===== config.mk =====
export PLATFORM = sky130hd
export DESIGN_NAME = ymodem_crc_receiver_flat
export DESIGN_NICKNAME = d
export VERILOG_FILES = /design/src/rtl/ymcr_pkg.sv /design/src/rtl/ymcr_if.sv /design/src/rtl/ymcr_fifo.sv /design/src/rtl/ymcr_core.sv /design/src/rtl/ymodem_crc_receiver.sv /design/src/flat_wrapper.sv
export SDC_FILE = /design/constraint.sdc
export NUM_CORES = 1
export LEC_CHECK = 0
export BUFFER_PORTS_ARGS = -buffer_cell sky130_fd_sc_hd__buf_2
export CAP_MARGIN = 0
export CORE_ASPECT_RATIO = 0.6
export CORE_MARGIN = 3
export CORE_UTILIZATION = 45
export CTS_BUF_LIST = sky130_fd_sc_hd__clkbuf_8
export CTS_CLUSTER_SIZE = 10
export DETAILED_ROUTE_END_ITERATION = 12
export PLACE_DENSITY_LB_ADDON = 0.12
export SYNTH_ARGS = -nofsm -noshare
export SYNTH_HDL_FRONTEND = slang
export SYNTH_SLANG_ARGS = --single-unit

===== constraint.sdc =====
create_clock -name i_clk -period 9 [get_ports i_clk]
set_input_delay 1.35 -clock i_clk [delete_from_list [all_inputs] [get_ports i_clk]]
set_output_delay 1.35 -clock i_clk [all_outputs]
set_load 0.03 [all_outputs]

===== src/rtl/ymcr_pkg.sv =====
// Shared types, codes and helper functions for the YMODEM CRC receiver.
`timescale 1ns / 1ps
`default_nettype none
package ymcr_pkg;

    localparam int BUF_ADDR_BITS_DEF = 20;
    localparam int RES_FIFO_DEPTH    = 4;   // power of two, at least 2

    // input actions
    localparam logic [1:0] ACT_START = 2'd0;
    localparam logic [1:0] ACT_BYTE  = 2'd1;
    localparam logic [1:0] ACT_TICK  = 2'd2;

    // result kinds
    localparam logic [1:0] KIND_SEND   = 2'd0;
    localparam logic [1:0] KIND_WRITE  = 2'd1;
    localparam logic [1:0] KIND_FINISH = 2'd2;

    // finish status
    localparam logic [1:0] STAT_OK    = 2'd0;
    localparam logic [1:0] STAT_IO    = 2'd1;
    localparam logic [1:0] STAT_PROTO = 2'd2;
    localparam logic [1:0] STAT_ABORT = 2'd3;

    // receive phases
    localparam logic [3:0] PH_IDLE = 4'd0;
    localparam logic [3:0] PH_MARK = 4'd1;
    localparam logic [3:0] PH_SEQ  = 4'd2;
    localparam logic [3:0] PH_INV  = 4'd3;
    localparam logic [3:0] PH_DATA = 4'd4;
    localparam logic [3:0] PH_CRCH = 4'd5;
    localparam logic [3:0] PH_CRCL = 4'd6;
    localparam logic [3:0] PH_EOT2 = 4'd7;
    localparam logic [3:0] PH_CAN2 = 4'd8;

    // session stages
    localparam logic [1:0] ST_HEADER = 2'd0;
    localparam logic [1:0] ST_DATA   = 2'd1;
    localparam logic [1:0] ST_FINAL  = 2'd2;

    // packet roles
    localparam logic [1:0] ROLE_OTHER  = 2'd0;
    localparam logic [1:0] ROLE_HEADER = 2'd1;
    localparam logic [1:0] ROLE_DATA   = 2'd2;
    localparam logic [1:0] ROLE_FINAL  = 2'd3;

    // config register indexes
    localparam logic CFG_RETRY_LIMIT = 1'b0;
    localparam logic CFG_RX_TIMEOUT  = 1'b1;

    // protocol characters
    localparam logic [7:0] CH_SOH = 8'h01;
    localparam logic [7:0] CH_STX = 8'h02;
    localparam logic [7:0] CH_EOT = 8'h04;
    localparam logic [7:0] CH_ACK = 8'h06;
    localparam logic [7:0] CH_NAK = 8'h15;
    localparam logic [7:0] CH_CAN = 8'h18;
    localparam logic [7:0] CH_C   = 8'h43;
    localparam logic [7:0] CH_D0  = 8'h30;
    localparam logic [7:0] CH_D9  = 8'h39;

    localparam logic [15:0] CRC_POLY     = 16'h1021;
    localparam logic [7:0]  DEF_RETRIES  = 8'd10;
    localparam logic [15:0] DEF_TIMEOUT  = 16'd1000;
    localparam logic [10:0] LEN_SMALL    = 11'd128;
    localparam logic [10:0] LEN_BIG      = 11'd1024;

    typedef struct packed {
        logic [1:0]  kind;
        logic [7:0]  tx_byte;
        logic [7:0]  write_data;
        logic [1:0]  status;
        logic [31:0] file_size;
        logic        last_of_run;
    } t_res;

    function automatic t_res mk_res(logic [1:0] kind, logic [7:0] tx, logic [7:0] data,
                                    logic [1:0] status, logic [31:0] size);
        t_res r;
        r.kind        = kind;
        r.tx_byte     = tx;
        r.write_data  = data;
        r.status      = status;
        r.file_size   = size;
        r.last_of_run = 1'b0;
        return r;
    endfunction

    function automatic logic [15:0] crc_byte(logic [15:0] crc, logic [7:0] b);
        logic [15:0] c;
        c = crc ^ {b, 8'h00};
        for (int i = 0; i < 8; i++) begin
            c = c[15] ? ((c << 1) ^ CRC_POLY) : (c << 1);
        end
        return c;
    endfunction

endpackage
`default_nettype wire


===== src/rtl/ymcr_if.sv =====
// Valid/ready channel interfaces for the receiver's input and result streams.
`timescale 1ns / 1ps
`default_nettype none
interface ymcr_in_if;
    logic       valid;
    logic       ready;
    logic [1:0] action;
    logic [7:0] rx_byte;
    modport source (output valid, output action, output rx_byte, input ready);
    modport sink   (input valid, input action, input rx_byte, output ready);
endinterface

interface ymcr_out_if #(parameter int ADDR_BITS = 20);
    logic                 valid;
    logic                 ready;
    logic [1:0]           kind;
    logic [7:0]           tx_byte;
    logic [ADDR_BITS-1:0] write_addr;
    logic [7:0]           write_data;
    logic [1:0]           status;
    logic [31:0]          file_size;
    logic                 last_of_run;
    modport source (output valid, output kind, output tx_byte, output write_addr,
                    output write_data, output status, output file_size,
                    output last_of_run, input ready);
    modport sink   (input valid, input kind, input tx_byte, input write_addr,
                    input write_data, input status, input file_size,
                    input last_of_run, output ready);
endinterface
`default_nettype wire


===== src/rtl/ymcr_fifo.sv =====
// Result queue: up to two entries pushed per cycle, one popped.
`timescale 1ns / 1ps
`default_nettype none
module ymcr_fifo
    import ymcr_pkg::*;
#(
    parameter int WIDTH = 64,
    parameter int DEPTH = RES_FIFO_DEPTH
) (
    input  wire logic             i_clk,
    input  wire logic             i_rst_n,
    input  wire logic [1:0]       i_push_cnt,
    input  wire logic [WIDTH-1:0] i_d0,
    input  wire logic [WIDTH-1:0] i_d1,
    input  wire logic             i_pop,
    output logic                  o_valid,
    output logic [WIDTH-1:0]      o_data,
    output logic                  o_room
);
    localparam int PW = $clog2(DEPTH);
    localparam int CW = $clog2(DEPTH + 1);

    logic [WIDTH-1:0] r_mem [DEPTH];
    logic [PW-1:0]    r_wp, r_rp;
    logic [CW-1:0]    r_cnt;
    logic             pop_ok;

    assign o_valid = (r_cnt != '0);
    assign o_data  = r_mem[r_rp];
    assign o_room  = (r_cnt <= CW'(DEPTH - 2));
    assign pop_ok  = i_pop && o_valid;

    always_ff @(posedge i_clk) begin
        if (i_push_cnt != 2'd0) r_mem[r_wp] <= i_d0;
        if (i_push_cnt == 2'd2) r_mem[r_wp + PW'(1)] <= i_d1;
    end

    always_ff @(posedge i_clk) begin
        if (!i_rst_n) begin
            r_wp  <= '0;
            r_rp  <= '0;
            r_cnt <= '0;
        end else begin
            r_wp  <= r_wp + PW'(i_push_cnt);
            r_rp  <= r_rp + PW'(pop_ok);
            r_cnt <= r_cnt + CW'(i_push_cnt) - CW'(pop_ok);
        end
    end
endmodule
`default_nettype wire


===== src/rtl/ymcr_core.sv =====
// Protocol engine: framing, CRC, size parse and result generation per event.
`timescale 1ns / 1ps
`default_nettype none
module ymcr_core
    import ymcr_pkg::*;
#(
    parameter int BUF_ADDR_BITS = BUF_ADDR_BITS_DEF
) (
    input  wire logic                     i_clk,
    input  wire logic                     i_rst_n,
    input  wire logic                     i_cfg_we,
    input  wire logic                     i_cfg_idx,
    input  wire logic [15:0]              i_cfg_data,
    input  wire logic                     i_go,
    input  wire logic [1:0]               i_action,
    input  wire logic [7:0]               i_rx_byte,
    output logic [1:0]                    o_cnt,
    output t_res                          o_res0,
    output t_res                          o_res1,
    output logic [BUF_ADDR_BITS-1:0]      o_addr0
);
    logic [7:0]  r_retry_limit, r_timeout_lo, r_timeout_hi;
    logic [3:0]  r_phase, n_phase;
    logic [1:0]  r_stage, n_stage;
    logic [10:0] r_byte_pos, n_byte_pos;
    logic [7:0]  r_exp_seq, n_exp_seq;
    logic [7:0]  r_pkt_seq, n_pkt_seq;
    logic        r_big, n_big;
    logic [1:0]  r_role, n_role;
    logic [15:0] r_crc_calc, n_crc_calc;
    logic [15:0] r_crc_rx, n_crc_rx;
    logic [31:0] r_bytes_total, n_bytes_total;
    logic [31:0] r_ann, n_ann;
    logic [31:0] r_pend, n_pend;
    logic [1:0]  r_parse, n_parse;
    logic        r_fbz, n_fbz;
    logic        r_allz, n_allz;
    logic [7:0]  r_retries, n_retries;
    logic [15:0] r_idle, n_idle;

    logic [15:0] timeout_reg, limit, idle_inc, crc_full;
    logic [10:0] len;
    logic [32:0] span;
    logic [31:0] copy_len;
    logic [31:0] addr_full;
    logic [1:0]  cnt;
    t_res        res0, res1;
    logic [7:0]  b;

    assign b           = i_rx_byte;
    assign timeout_reg = {r_timeout_hi, r_timeout_lo};
    assign limit       = (timeout_reg != 16'd0) ? timeout_reg : DEF_TIMEOUT;
    assign idle_inc    = (r_idle != 16'hFFFF) ? r_idle + 16'd1 : r_idle;
    assign len         = r_big ? LEN_BIG : LEN_SMALL;
    assign span        = {1'b0, r_bytes_total} + 33'(len);
    assign addr_full   = r_bytes_total + 32'(r_byte_pos);
    assign crc_full    = {r_crc_rx[15:8], b};

    always_comb begin
        if (r_ann != 32'd0 && span > {1'b0, r_ann})
            copy_len = (r_ann >= r_bytes_total) ? r_ann - r_bytes_total : 32'd0;
        else
            copy_len = 32'(len);
    end

    always_comb begin
        n_phase = r_phase;   n_stage = r_stage;     n_byte_pos = r_byte_pos;
        n_exp_seq = r_exp_seq; n_pkt_seq = r_pkt_seq; n_big = r_big;
        n_role = r_role;     n_crc_calc = r_crc_calc; n_crc_rx = r_crc_rx;
        n_bytes_total = r_bytes_total; n_ann = r_ann; n_pend = r_pend;
        n_parse = r_parse;   n_fbz = r_fbz;         n_allz = r_allz;
        n_retries = r_retries; n_idle = r_idle;
        cnt  = 2'd0;
        res0 = mk_res(KIND_SEND, 8'h00, 8'h00, STAT_OK, 32'd0);
        res1 = res0;

        case (i_action)
            ACT_START: begin
                n_phase = PH_MARK;   n_stage = ST_HEADER; n_byte_pos = '0;
                n_exp_seq = '0;      n_pkt_seq = '0;      n_big = 1'b0;
                n_role = ROLE_OTHER; n_crc_calc = '0;     n_crc_rx = '0;
                n_bytes_total = '0;  n_ann = '0;          n_pend = '0;
                n_parse = 2'd0;      n_fbz = 1'b0;        n_allz = 1'b1;
                n_idle = '0;
                n_retries = (r_retry_limit != 8'd0) ? r_retry_limit : DEF_RETRIES;
                cnt  = 2'd1;
                res0 = mk_res(KIND_SEND, CH_C, 8'h00, STAT_OK, 32'd0);
            end
            ACT_BYTE: begin
                if (r_phase != PH_IDLE) begin
                    n_idle = '0;
                    unique case (r_phase)
                        PH_MARK: begin
                            if (b == CH_SOH || b == CH_STX) begin
                                n_big   = (b == CH_STX);
                                n_phase = PH_SEQ;
                            end else if (b == CH_EOT) begin
                                cnt  = 2'd1;
                                res0 = mk_res(KIND_SEND, CH_NAK, 8'h00, STAT_OK, 32'd0);
                                if (r_stage == ST_DATA) n_phase = PH_EOT2;
                            end else if (b == CH_CAN) begin
                                n_phase = PH_CAN2;
                            end
                        end
                        PH_SEQ: begin
                            n_pkt_seq = b;
                            n_phase   = PH_INV;
                        end
                        PH_INV: begin
                            if (8'(r_pkt_seq + b) != 8'hFF) begin
                                cnt     = 2'd1;
                                res0    = mk_res(KIND_SEND, CH_NAK, 8'h00, STAT_OK, 32'd0);
                                n_phase = PH_MARK;
                            end else begin
                                if (r_stage == ST_FINAL && r_pkt_seq == 8'd0)
                                    n_role = ROLE_FINAL;
                                else if (r_stage == ST_HEADER && r_pkt_seq == 8'd0)
                                    n_role = ROLE_HEADER;
                                else if (r_stage == ST_DATA && r_pkt_seq == r_exp_seq)
                                    n_role = ROLE_DATA;
                                else
                                    n_role = ROLE_OTHER;
                                n_byte_pos = '0; n_crc_calc = '0; n_pend = '0;
                                n_parse = 2'd0;  n_fbz = 1'b0;    n_allz = 1'b1;
                                n_phase = PH_DATA;
                            end
                        end
                        PH_DATA: begin
                            n_crc_calc = crc_byte(r_crc_calc, b);
                            if (b != 8'd0) n_allz = 1'b0;
                            if (r_byte_pos == 11'd0) n_fbz = (b == 8'd0);
                            // name runs to the first NUL, then decimal size digits
                            if (r_parse == 2'd0) begin
                                if (b == 8'd0) n_parse = 2'd1;
                            end else if (r_parse == 2'd1) begin
                                if (b >= CH_D0 && b <= CH_D9)
                                    n_pend = (r_pend << 3) + (r_pend << 1)
                                           + 32'(b - CH_D0);
                                else
                                    n_parse = 2'd2;
                            end
                            if (r_role == ROLE_DATA && 32'(r_byte_pos) < copy_len) begin
                                cnt  = 2'd1;
                                res0 = mk_res(KIND_WRITE, 8'h00, b, STAT_OK, 32'd0);
                            end
                            n_byte_pos = r_byte_pos + 11'd1;
                            if (n_byte_pos >= len) n_phase = PH_CRCH;
                        end
                        PH_CRCH: begin
                            n_crc_rx = {b, 8'h00};
                            n_phase  = PH_CRCL;
                        end
                        PH_CRCL: begin
                            n_crc_rx = crc_full;
                            n_phase  = PH_MARK;
                            cnt      = 2'd1;
                            res0     = mk_res(KIND_SEND, CH_NAK, 8'h00, STAT_OK, 32'd0);
                            if (crc_full == r_crc_calc) begin
                                case (r_role)
                                    ROLE_FINAL: begin
                                        if (r_allz) begin
                                            cnt  = 2'd2;
                                            res0 = mk_res(KIND_SEND, CH_ACK, 8'h00,
                                                          STAT_OK, 32'd0);
                                            res1 = mk_res(KIND_FINISH, 8'h00, 8'h00,
                                                          STAT_OK, r_ann);
                                            n_phase = PH_IDLE;
                                        end
                                    end
                                    ROLE_HEADER: begin
                                        cnt  = 2'd2;
                                        res0 = mk_res(KIND_SEND, CH_ACK, 8'h00,
                                                      STAT_OK, 32'd0);
                                        if (r_fbz) begin
                                            res1 = mk_res(KIND_FINISH, 8'h00, 8'h00,
                                                          (r_bytes_total != 32'd0) ?
                                                          STAT_OK : STAT_PROTO,
                                                          r_bytes_total);
                                            n_phase = PH_IDLE;
                                        end else begin
                                            res1 = mk_res(KIND_SEND, CH_C, 8'h00,
                                                          STAT_OK, 32'd0);
                                            n_ann         = r_pend;
                                            n_exp_seq     = 8'd1;
                                            n_bytes_total = '0;
                                            n_stage       = ST_DATA;
                                        end
                                    end
                                    ROLE_DATA: begin
                                        n_bytes_total = r_bytes_total + copy_len;
                                        res0 = mk_res(KIND_SEND, CH_ACK, 8'h00,
                                                      STAT_OK, 32'd0);
                                        n_exp_seq = r_exp_seq + 8'd1;
                                    end
                                    default: ;
                                endcase
                            end
                        end
                        PH_EOT2: begin
                            n_phase = PH_MARK;
                            if (b == CH_EOT) begin
                                cnt     = 2'd2;
                                res0    = mk_res(KIND_SEND, CH_ACK, 8'h00, STAT_OK, 32'd0);
                                res1    = mk_res(KIND_SEND, CH_C, 8'h00, STAT_OK, 32'd0);
                                n_stage = ST_FINAL;
                            end
                        end
                        PH_CAN2: begin
                            cnt     = 2'd1;
                            res0    = mk_res(KIND_FINISH, 8'h00, 8'h00,
                                             (b == CH_CAN) ? STAT_ABORT : STAT_PROTO,
                                             r_bytes_total);
                            n_phase = PH_IDLE;
                        end
                        default: ;
                    endcase
                end
            end
            ACT_TICK: begin
                if (r_phase != PH_IDLE) begin
                    n_idle = idle_inc;
                    if (idle_inc >= limit) begin
                        n_idle = '0;
                        cnt    = 2'd1;
                        res0   = mk_res(KIND_FINISH, 8'h00, 8'h00, STAT_IO, r_bytes_total);
                        n_phase = PH_IDLE;
                        if (r_phase == PH_MARK && r_retries != 8'd0) begin
                            n_retries = r_retries - 8'd1;
                            res0      = mk_res(KIND_SEND, CH_C, 8'h00, STAT_OK, 32'd0);
                            n_phase   = PH_MARK;
                        end else if (r_phase == PH_CAN2) begin
                            res0.status = STAT_ABORT;
                        end
                    end
                end
            end
            default: ;
        endcase

        if (cnt == 2'd1) res0.last_of_run = 1'b1;
        if (cnt == 2'd2) res1.last_of_run = 1'b1;
    end

    assign o_cnt   = i_go ? cnt : 2'd0;
    assign o_res0  = res0;
    assign o_res1  = res1;
    assign o_addr0 = addr_full[BUF_ADDR_BITS-1:0];

    always_ff @(posedge i_clk) begin
        if (!i_rst_n) begin
            r_retry_limit <= '0;
            r_timeout_lo  <= '0;
            r_timeout_hi  <= '0;
        end else if (i_cfg_we) begin
            unique case (i_cfg_idx)
                CFG_RETRY_LIMIT: r_retry_limit <= i_cfg_data[7:0];
                CFG_RX_TIMEOUT:  {r_timeout_hi, r_timeout_lo} <= i_cfg_data;
                default: ;
            endcase
        end
    end

    always_ff @(posedge i_clk) begin
        if (!i_rst_n) begin
            r_phase <= PH_IDLE;  r_stage <= ST_HEADER; r_byte_pos <= '0;
            r_exp_seq <= '0;     r_pkt_seq <= '0;      r_big <= 1'b0;
            r_role <= ROLE_OTHER; r_crc_calc <= '0;    r_crc_rx <= '0;
            r_bytes_total <= '0; r_ann <= '0;          r_pend <= '0;
            r_parse <= 2'd0;     r_fbz <= 1'b0;        r_allz <= 1'b1;
            r_retries <= '0;     r_idle <= '0;
        end else if (i_go) begin
            r_phase <= n_phase;  r_stage <= n_stage;   r_byte_pos <= n_byte_pos;
            r_exp_seq <= n_exp_seq; r_pkt_seq <= n_pkt_seq; r_big <= n_big;
            r_role <= n_role;    r_crc_calc <= n_crc_calc; r_crc_rx <= n_crc_rx;
            r_bytes_total <= n_bytes_total; r_ann <= n_ann; r_pend <= n_pend;
            r_parse <= n_parse;  r_fbz <= n_fbz;       r_allz <= n_allz;
            r_retries <= n_retries; r_idle <= n_idle;
        end
    end
endmodule
`default_nettype wire


===== src/rtl/ymodem_crc_receiver.sv =====
// Top level of the YMODEM CRC-16 receiver: protocol engine plus result queue.
//
// Usage:
//  - i_in carries events: action 0 starts a session (reply 'C'), action 1 is a
//    received byte, action 2 is a one millisecond tick.
//  - o_out carries results: bytes to send (C/ACK/NAK), payload buffer writes
//    (write_addr/write_data) and a session-finished record with status and size.
//    last_of_run marks the final result of one input event (an event gives 0-2).
//  - Config port (i_cfg_we/i_cfg_idx/i_cfg_data): index 0 retry limit, index 1
//    idle timeout in ms; write only while idle.
// Timing:
//  - Each event is fully processed in the cycle its transfer completes; its
//    results are registered in the result queue and appear on o_out in order.
//  - Throughput: one event per cycle, set by the engine and a four-entry result
//    queue; i_in.ready drops while fewer than two entries are free, i.e. when
//    the receiver of o_out stalls long enough to fill it.
// Reset: synchronous, active low; clears the session (phase idle), both config
//  registers and the result queue.
`timescale 1ns / 1ps
`default_nettype none
module ymodem_crc_receiver
    import ymcr_pkg::*;
#(
    parameter int BUF_ADDR_BITS = BUF_ADDR_BITS_DEF
) (
    input  wire logic        i_clk,
    input  wire logic        i_rst_n,
    input  wire logic        i_cfg_we,
    input  wire logic        i_cfg_idx,
    input  wire logic [15:0] i_cfg_data,
    ymcr_in_if.sink          i_in,
    ymcr_out_if.source       o_out
);
    localparam int QW = $bits(t_res) + BUF_ADDR_BITS;

    logic                     room, go;
    logic [1:0]               push_cnt;
    t_res                     res0, res1, head;
    logic [BUF_ADDR_BITS-1:0] addr0, head_addr;
    logic [QW-1:0]            q_head;

    // accept an event only if both possible results fit in the queue
    assign i_in.ready = room;
    assign go         = i_in.valid && room;

    ymcr_core #(.BUF_ADDR_BITS(BUF_ADDR_BITS)) u_core (
        .i_clk      (i_clk),
        .i_rst_n    (i_rst_n),
        .i_cfg_we   (i_cfg_we),
        .i_cfg_idx  (i_cfg_idx),
        .i_cfg_data (i_cfg_data),
        .i_go       (go),
        .i_action   (i_in.action),
        .i_rx_byte  (i_in.rx_byte),
        .o_cnt      (push_cnt),
        .o_res0     (res0),
        .o_res1     (res1),
        .o_addr0    (addr0)
    );

    // only the first result of an event can be a buffer write
    ymcr_fifo #(.WIDTH(QW), .DEPTH(RES_FIFO_DEPTH)) u_fifo (
        .i_clk      (i_clk),
        .i_rst_n    (i_rst_n),
        .i_push_cnt (push_cnt),
        .i_d0       ({res0, addr0}),
        .i_d1       ({res1, {BUF_ADDR_BITS{1'b0}}}),
        .i_pop      (o_out.ready),
        .o_valid    (o_out.valid),
        .o_data     (q_head),
        .o_room     (room)
    );

    assign {head, head_addr} = q_head;
    assign o_out.kind        = head.kind;
    assign o_out.tx_byte     = head.tx_byte;
    assign o_out.write_addr  = (head.kind == KIND_WRITE) ? head_addr : '0;
    assign o_out.write_data  = head.write_data;
    assign o_out.status      = head.status;
    assign o_out.file_size   = head.file_size;
    assign o_out.last_of_run = head.last_of_run;
endmodule
`default_nettype wire


===== src/flat_wrapper.sv =====
// flat-port wrapper written by rule: the top's interface ports become plain ports
module ymodem_crc_receiver_flat import ymcr_pkg::*;
#(
    parameter int BUF_ADDR_BITS = BUF_ADDR_BITS_DEF
)
  (i_clk, i_rst_n, i_cfg_we, i_cfg_idx, i_cfg_data, i_in_valid, i_in_action, i_in_rx_byte, i_in_ready, o_out_valid, o_out_kind, o_out_tx_byte, o_out_write_addr, o_out_write_data, o_out_status, o_out_file_size, o_out_last_of_run, o_out_ready);
  ymcr_in_if i_in_i ();
  ymcr_out_if o_out_i ();
  input  wire logic i_clk;
  input  wire logic i_rst_n;
  input  wire logic i_cfg_we;
  input  wire logic i_cfg_idx;
  input  wire logic [15:0] i_cfg_data;
  input wire logic [$bits(i_in_i.valid)-1:0] i_in_valid;
  input wire logic [$bits(i_in_i.action)-1:0] i_in_action;
  input wire logic [$bits(i_in_i.rx_byte)-1:0] i_in_rx_byte;
  output wire logic [$bits(i_in_i.ready)-1:0] i_in_ready;
  output wire logic [$bits(o_out_i.valid)-1:0] o_out_valid;
  output wire logic [$bits(o_out_i.kind)-1:0] o_out_kind;
  output wire logic [$bits(o_out_i.tx_byte)-1:0] o_out_tx_byte;
  output wire logic [$bits(o_out_i.write_addr)-1:0] o_out_write_addr;
  output wire logic [$bits(o_out_i.write_data)-1:0] o_out_write_data;
  output wire logic [$bits(o_out_i.status)-1:0] o_out_status;
  output wire logic [$bits(o_out_i.file_size)-1:0] o_out_file_size;
  output wire logic [$bits(o_out_i.last_of_run)-1:0] o_out_last_of_run;
  input wire logic [$bits(o_out_i.ready)-1:0] o_out_ready;
  assign i_in_i.valid = i_in_valid;
  assign i_in_i.action = i_in_action;
  assign i_in_i.rx_byte = i_in_rx_byte;
  assign i_in_ready = i_in_i.ready;
  assign o_out_valid = o_out_i.valid;
  assign o_out_kind = o_out_i.kind;
  assign o_out_tx_byte = o_out_i.tx_byte;
  assign o_out_write_addr = o_out_i.write_addr;
  assign o_out_write_data = o_out_i.write_data;
  assign o_out_status = o_out_i.status;
  assign o_out_file_size = o_out_i.file_size;
  assign o_out_last_of_run = o_out_i.last_of_run;
  assign o_out_i.ready = o_out_ready;
  ymodem_crc_receiver #(.BUF_ADDR_BITS(BUF_ADDR_BITS)) u_core (.i_clk(i_clk), .i_rst_n(i_rst_n), .i_cfg_we(i_cfg_we), .i_cfg_idx(i_cfg_idx), .i_cfg_data(i_cfg_data), .i_in(i_in_i), .o_out(o_out_i));
endmodule

==> results of run 1 <==
## final cells by class
type	instances	area [sq um]	area share, %
Multi-Input combinational cell	2584	18050	53.18
Sequential cell	495	11440	33.69
Clock buffer	102	1404	4.135
Tap cell	900	1126	3.317
Timing Repair Buffer	158	1003	2.956
Inverter	173	651.9	1.920
Clock inverter	41	271.5	0.7998
## worst max path at each step
stage	from	endpoint	slack [ps]	depth (start not counted)
final	u_core.u_core.r_big	u_core.u_core.r_bytes_total[30]	690	34
after global routing	u_core.u_core.r_big	u_core.u_fifo.r_cnt[2]	50	40
after CTS	u_core.u_core.r_bytes_total[14]	u_core.u_core.r_bytes_total[30]	790	30
after detailed placement	u_core.u_core.r_bytes_total[14]	u_core.u_core.r_bytes_total[30]	890	30
after global placement	u_core.u_core.r_bytes_total[14]	u_core.u_core.r_bytes_total[30]	1000	30
after floorplan	u_core.u_core.r_bytes_total[14]	u_core.u_fifo.r_mem[0][20]	1470	28
## metrics by stage
step / cell area, sq um / total power, mW / cells
final: 33950 / 5.338 / 4453
after floorplan: 30970 / 3.075 / 3476
after CTS: 33940 / 5.387 / 4453
after global routing: 33950 / 5.558 / 4453
after global placement: 32270 / 3.310 / 4310
after detailed placement: 32270 / 3.317 / 4310
## power by group through the flow
| stage | registers, mW | clock network, mW | logic [mW] |
|---|---|---|---|
| after CTS | 2.41 | 2.12 | 0.866 |
| after detailed placement | 2.45 | 0 | 0.864 |
| after global routing | 2.41 | 2.22 | 0.924 |
| final | 2.40 | 2.08 | 0.858 |
| after floorplan | 2.40 | 0 | 0.670 |
| after global placement | 2.45 | 0 | 0.859 |
## sequential cells by signal, indices dropped and copies added (netlist names), 2 cells and up
register / cells
u_core.u_core.r_stage: 2
u_core.u_core.r_retry_limit: 8
u_core.u_core.r_crc_rx: 8
u_core.u_core.r_timeout_hi: 8
u_core.u_core.r_crc_calc: 16
u_core.u_core.r_timeout_lo: 8
u_core.u_fifo.r_mem: 280
u_core.u_core.r_bytes_total: 32
u_core.u_fifo.r_wp: 2
u_core.u_core.r_byte_pos: 11
u_core.u_core.r_phase: 4
u_core.u_core.r_parse: 2
u_core.u_core.r_ann: 32
u_core.u_core.r_pend: 32
u_core.u_core.r_pkt_seq: 8
u_core.u_core.r_role: 2
u_core.u_fifo.r_rp: 2
u_core.u_fifo.r_cnt: 3
u_core.u_core.r_retries: 8
u_core.u_core.r_idle: 16
u_core.u_core.r_exp_seq: 8
## cell usage after synthesis, types with 34 or more instances
cell type / number
inv_1: 173
nand2_1: 349
o22ai_1: 125
nor3_1: 60
nor2_1: 252
a21oi_1: 232
xor2_1: 80
edfxtp_1: 152
fa_1: 34
a22o_1: 35
nand4_1: 35
xnor2_1: 123
nor2b_1: 42
clkbuf_1: 170
nand3_1: 236
ha_1: 198
dfxtp_1: 343
a21o_1: 48
nor4_1: 39
o21ai_0: 208
mux4_2: 70
a22oi_1: 56
## per-layer routing
| metal | vias to the layer above | share of wire (%) | GRT usage (%) |
|---|---|---|---|
| li1 | 12700 | - | - |
| met1 | 13400 | 47 | 42.85 |
| met2 | 1201 | 42 | 39.93 |
| met3 | 166 | 9.1 | 5.934 |
| met4 | 0 | 2.1 | 7.126 |
| met5 | - | 0 | 0 |
## cells by family (layout without fill, tap and decap cells)
group	count (synthesis)	after routing	share of synthesized area, %
XOR/XNOR	204	204	5.794
AO/OA/AOI/OAI	904	904	18.79
buffers and inverters	397	474	5.047
other	1	3	0.01211
multiplexers	86	86	5.612
AND/OR/NAND/NOR	1155	1155	17.63
flip-flops	495	495	36.91
adder cells (fa/ha/maj)	232	232	10.20
## tightest hold or removal path, cell delays in order, from the launching register on
cell	delay, ps
dfxtp_1	310
nand3_1	60
nand2_1	50
==> summary.md, run 1 <==
| Metric | Value |
|---|---|
| Vias in the first global route | 26,200 |
| H-tree depth | 3 |
| Seq cells post-synth | 495 |
| Buf/Inv on CP | 2 |
| Fill count | 6,331 |
| Initial core utilization | 46.13% |
| DRT Pass-1 Iters | 5 |
| Worst slew margin | 22.12% |
| Critical path type | reg2reg |
| Logic pwr share | 16.1% |
| First-pass GRT wire length | 157,900 um |
| I/O Pins | 107 |
| Post-synth EDFFs | 152 |
| Pre-CTS setup slack | 889.5 ps |
| Core Rows | 73 |
| Lkg Pwr | 12.93 nW |
| Sequential power share | 45.0% |
| WHS | 455.1 ps |
| # resized after CTS | 0 |
| Die W | 344.7 um |
| FMAX | 0.1204 GHz |
| Hpwl dp | 73,500 um |
| Final nets | 3,755 |
| Hold Path Class | reg2reg |
| Layout cells sized above 1 | 11.88% |
| Least-Margin Pin Slew | 1158 ps |
| Total die area | 72,100 sq um |
| Worst hold stages | 2 |
| Routed WL | 102,400 um |
| Hold buffer count at cts | 0 |
| Synth async-reset ratio | 0% |
| Post-synth cell types | 96 |
| CP endpoint kind | register |
| Mean Syn Cell Area | 8.914 sq um |
| Most used DFF post-synth | dfxtp_1 |
| Vias | 27,460 |
| Setup ws final | 692.6 ps |
| Final hold vios | 0 |
| # setup viols final | 0 |
| Setup slack, reg-to-reg | 690 ps |
| Total core area | 67,130 sq um |
| Worst-path clk slew | 60 ps |
| Power Internal | 3.748 mW |
| R2R Path Start | u_core.u_core.r_big |
| Cells after Synth | 3,474 |
| Max-cap violations | 0 |
| Most common cell after layout, fill and taps aside | nand2_1 |
| R2r worst-path depth | 34 |
| Antenna violations before repair | 1 |
| WP data arrival | 8910 ps |
| P per Cell Area | 157.2 nW/um^2 |
| Gr usage total | 28.08% |
| Worst IR Drop VDD | 0.0001545 V |
| Drt wl/cell | 22.99 um |
| Worst R2R End | u_core.u_core.r_bytes_total[30] |
| Worst Hold End | u_core.u_fifo.r_mem[3][9] |
| # port buffers | 103 |
| Synth top area share | 22.17% |
| Max FO, Critical Path | 5 |
| Chip height | 209.2 um |
| Top post-synthesis cells by area | dfxtp_1 (22%), edfxtp_1 (15%), ha_1 (8.0%), mux4_2 (5.1%), nand2_1 (4.2%) |
| Worst-case clock buffer depth | 3 |
| Clock share of power | 38.9% |
| Remaining Overflow, GRT | 0 |
| Sequential share of the synthesized area | 36.91% |
| Final core utilization | 50.57% |
| Setup Fix Bufs, Post-CTS | 0 |
| Status | complete, no violations |
| # DRC | 0 |
| Synth warn | 0 |
| Placer Congestion | 0.9382 |
| Switching power | 1.590 mW |
| CTS root buffer | clkbuf_8 |
| Hold path start | u_core.u_fifo.r_mem[3][9] |
| Vias per cell | 6.168 |
| Top delay family on crit path | compound AO/OA/AOI/OAI gates |
| Antenna cell count | 0 |
| Clock Latency Late Sink | 710 ps |
| Crit-path slowest cell | a2111o_1 |
| P&R area growth vs syn | 9.633% |
| Sw frac | 29.79% |
| Largest net degree at the start of global routing | 98 |
| Clock Skew | 36.95 ps |
| Slew Viols, Final | 0 |
| ANT nets after route | 0 |
| CTS tree | built |
| Req. time, crit path | 9600 ps |
| Synth Cell Area | 30,970 sq um |
| Total clock sinks | 495 |
| Critical Path Max Stage Delay | 500 ps |
| RSZ-0062 raised after global routing | false |
| Worst path most repeated cell | ha_1 |
| Yosys top cell by area | dfxtp_1 |
| Setup crit start kind | register |
| Most frequent cells in the layout | nand2_1 (349), dfxtp_1 (341), nor2_1 (250), nand3_1 (236), a21oi_1 (228) |
| Total negative setup slack | 0 ps |
| Drt first-iter violations | 2,766 |
| Tcrit/Tclk final | 92.30% |
| Num CTS Buffers | 79 |
| Clock period minus worst slack | 8307 ps |
Note: power is estimated with default switching activity, not from simulation.
==> run 2: changes to the inputs <==
--- a/config.mk
+++ b/config.mk
@@ -8,12 +8,13 @@
 export BUFFER_PORTS_ARGS = -buffer_cell sky130_fd_sc_hd__buf_2
 export CAP_MARGIN = 0
 export CORE_ASPECT_RATIO = 0.6
-export CORE_MARGIN = 3
+export CORE_MARGIN = 2
 export CORE_UTILIZATION = 45
-export CTS_BUF_LIST = sky130_fd_sc_hd__clkbuf_8
+export CTS_BUF_LIST = sky130_fd_sc_hd__clkbuf_8 sky130_fd_sc_hd__clkbuf_16
 export CTS_CLUSTER_SIZE = 10
 export DETAILED_ROUTE_END_ITERATION = 12
 export PLACE_DENSITY_LB_ADDON = 0.12
+export RECOVER_POWER = 100
 export SYNTH_ARGS = -nofsm -noshare
 export SYNTH_HDL_FRONTEND = slang
 export SYNTH_SLANG_ARGS = --single-unit
==> run 2 against run 1 <==
Effect of this change:
- the flow now finishes with violations (capacitance limit, slew limit)
- routed wire length shrank 1.0%
- first-iteration DRC count up 2.4%
- die area fell by 1.5%
- worst hold slack got worse by 1.0 ps
- via count down 0.34%
==> summary.md, run 2 (synthesized netlist as in run 1, its figures left out) <==
| Metric | Value |
|---|---|
| Worst setup path startpoint | u_core.u_core.r_big |
| Worst IR Drop VDD | 0.0001644 V (+6.4%) |
| Hold buffer count at cts | 0 (unchanged) |
| CTS tree | built |
| Final nets | 3,735 (-0.53%) |
| WP data arrival | 8750 ps (-160 ps) |
| Gr usage total | 28.05% (about the same) |
| Final hold vios | 0 (unchanged) |
| Initial core utilization | 45.50% (-0.62 points) |
| P&R area growth vs syn | 8.812% |
| Critical Path Max Stage Delay | 660 ps (+160 ps) |
| Lkg Pwr | 12.58 nW (-2.7%) |
| CP endpoint kind | register |
| Clock Skew | 18.99 ps (-17.96 ps) |
| Status | finished with violations |
| Post-route cell area | 33,690 sq um (-0.75%) |
| Worst slew margin | -99.21% (-120 points) |
| ANT nets after route | 0 (unchanged) |
| WHS | 454.1 ps (-1.005 ps) |
| Placed Cells | 4,325 (+0.35%) |
| Chip height | 207.2 um (-0.96%) |
| Total clock sinks | 495 (unchanged) |
| Crit-path slowest cell | a211o_2 |
| Remaining Overflow, GRT | 0 (unchanged) |
| Largest net degree at the start of global routing | 85 (-13%) |
| Routed WL | 101,400 um (-1.0%) |
| Clock period minus worst slack | 8422 ps (+114.4 ps) |
| P per Cell Area | 159.9 nW/um^2 (+1.7%) |
| RSZ-0062 raised after global routing | false |
| FMAX | 0.1187 GHz (-1.4%) |
| Failing checks | capacitance limit, slew limit |
| Critical path type | reg2reg |
| Worst-path clk slew | 70 ps (about the same) |
| Max FO, Critical Path | 31 (+26) |
| Vias in the first global route | 25,630 (-2.2%) |
| Num CTS Buffers | 56 (-29%) |
| DRT Pass-1 Iters | 7 (+2) |
| Reg with most FFs | u_core.u_fifo.r_mem |
| Tcrit/Tclk final | 93.58% (+1.3 points) |
| Clock Latency Late Sink | 640 ps (-70 ps) |
| Final Non-Filler Cells | 4,418 (-0.79%) |
| Buf/Inv on CP | 4 (+2) |
| Top delay family on crit path | compound AO/OA/AOI/OAI gates |
| Hold path start | u_core.u_fifo.r_mem[0][9] |
| # port buffers | 103 (unchanged) |
| Drt first-iter violations | 2,832 (+2.4%) |
| H-tree depth | 2 (-1) |
| Most frequent cells in the layout | nand2_1 (348), dfxtp_1 (342), nor2_1 (250), nand3_1 (236), a21oi_1 (228) |
| I/O Pins | 107 (unchanged) |
| Slew Viols, Final | 276 (+276) |
| Layout cells sized above 1 | 7.817% (-4.1 points) |
| Req. time, crit path | 9330 ps (-270 ps) |
| Placer Congestion | 0.9513 (+1.4%) |
| Hold Path Class | reg2reg |
| Drt wl/cell | 22.94 um (-0.22%) |
| Max FFs per register | 280 (unchanged) |
| DP Area | 32,310 sq um (+0.13%) |
| Setup crit start kind | register |
| First-pass GRT wire length | 155,900 um (-1.3%) |
| Vias per cell | 6.195 (+0.45%) |
| Most common cell after layout, fill and taps aside | nand2_1 |
| CTS root buffer | clkbuf_16 |
| Worst-case clock buffer depth | 3 (unchanged) |
| Pre-CTS setup slack | 664.8 ps (-224.6 ps) |
| Vias | 27,370 (-0.34%) |
| # setup viols final | 0 (unchanged) |
| Max-cap violations | 7 (+7) |
| R2R Path Start | u_core.u_core.r_big |
| Total core area | 68,050 sq um (+1.4%) |
| Die W | 342.7 um (-0.58%) |
| Antenna violations before repair | 3 (+2) |
| Core Rows | 74 (+1.4%) |
| Total negative setup slack | 0 ps (unchanged) |
| Total die area | 71,000 sq um (-1.5%) |
| Setup Fix Bufs, Post-CTS | 0 (unchanged) |
| Least-Margin Pin Slew | 2972 ps (+1814 ps) |
| Hpwl dp | 72,890 um (-0.82%) |
| # DRC | 0 (unchanged) |
| # resized after CTS | 0 (unchanged) |
| Setup ws final | 578.2 ps (-114.4 ps) |
[run 2: worst paths after layout]
kind	endpoint	slack (ps)	depth (start not counted)
worst min-delay path	u_core.u_fifo.r_mem[0][9]	450	2
worst max-delay path	u_core.u_fifo.r_mem[1][31]	580	33
worst min register to register	u_core.u_fifo.r_mem[0][9]	450	2
worst max register to register	u_core.u_fifo.r_mem[1][31]	580	33
[run 2: worst min-delay path: stages (launching register included)]
cell,delay (ps)
dfxtp_1,310
nand3_1,60
nand2_1,40
[run 2: power by group]
part,switching [mW],internal [mW]
combinational,0.522,0.310
sequential,0.0802,2.34
clock,0.970,1.17
total,1.57,3.82
[run 2: layout make-up]
| class | count | area (sq um) |
|---|---|---|
| fill | 6490 | 34360 |
| inverter | 173 | 650.6 |
| tap | 912 | 1141 |
| clock buffer | 59 | 1443 |
| sequential | 495 | 11430 |
| timing repair buffer | 161 | 832.0 |
| clock inverter | 33 | 207.7 |
| antenna | 1 | 2.502 |
| multi-input combinational | 2584 | 17980 |
[run 2: per-layer routing]
metal | GRT usage, % | share of wire, %
met5 | 0 | 0
met4 | 6.776 | 2.1
met3 | 5.094 | 8.5
met2 | 39.76 | 41
met1 | 43.55 | 48
[run 2: through the flow]
step | utilization [%] | power, mW
3_5_place_dp | 47.48 | 3.315
2_1_floorplan | - | 3.075
4_1_cts | 49.90 | 5.442
6_report | 49.51 | 5.389
3_3_place_gp | 47.48 | 3.308
5_1_grt | 49.51 | 5.591
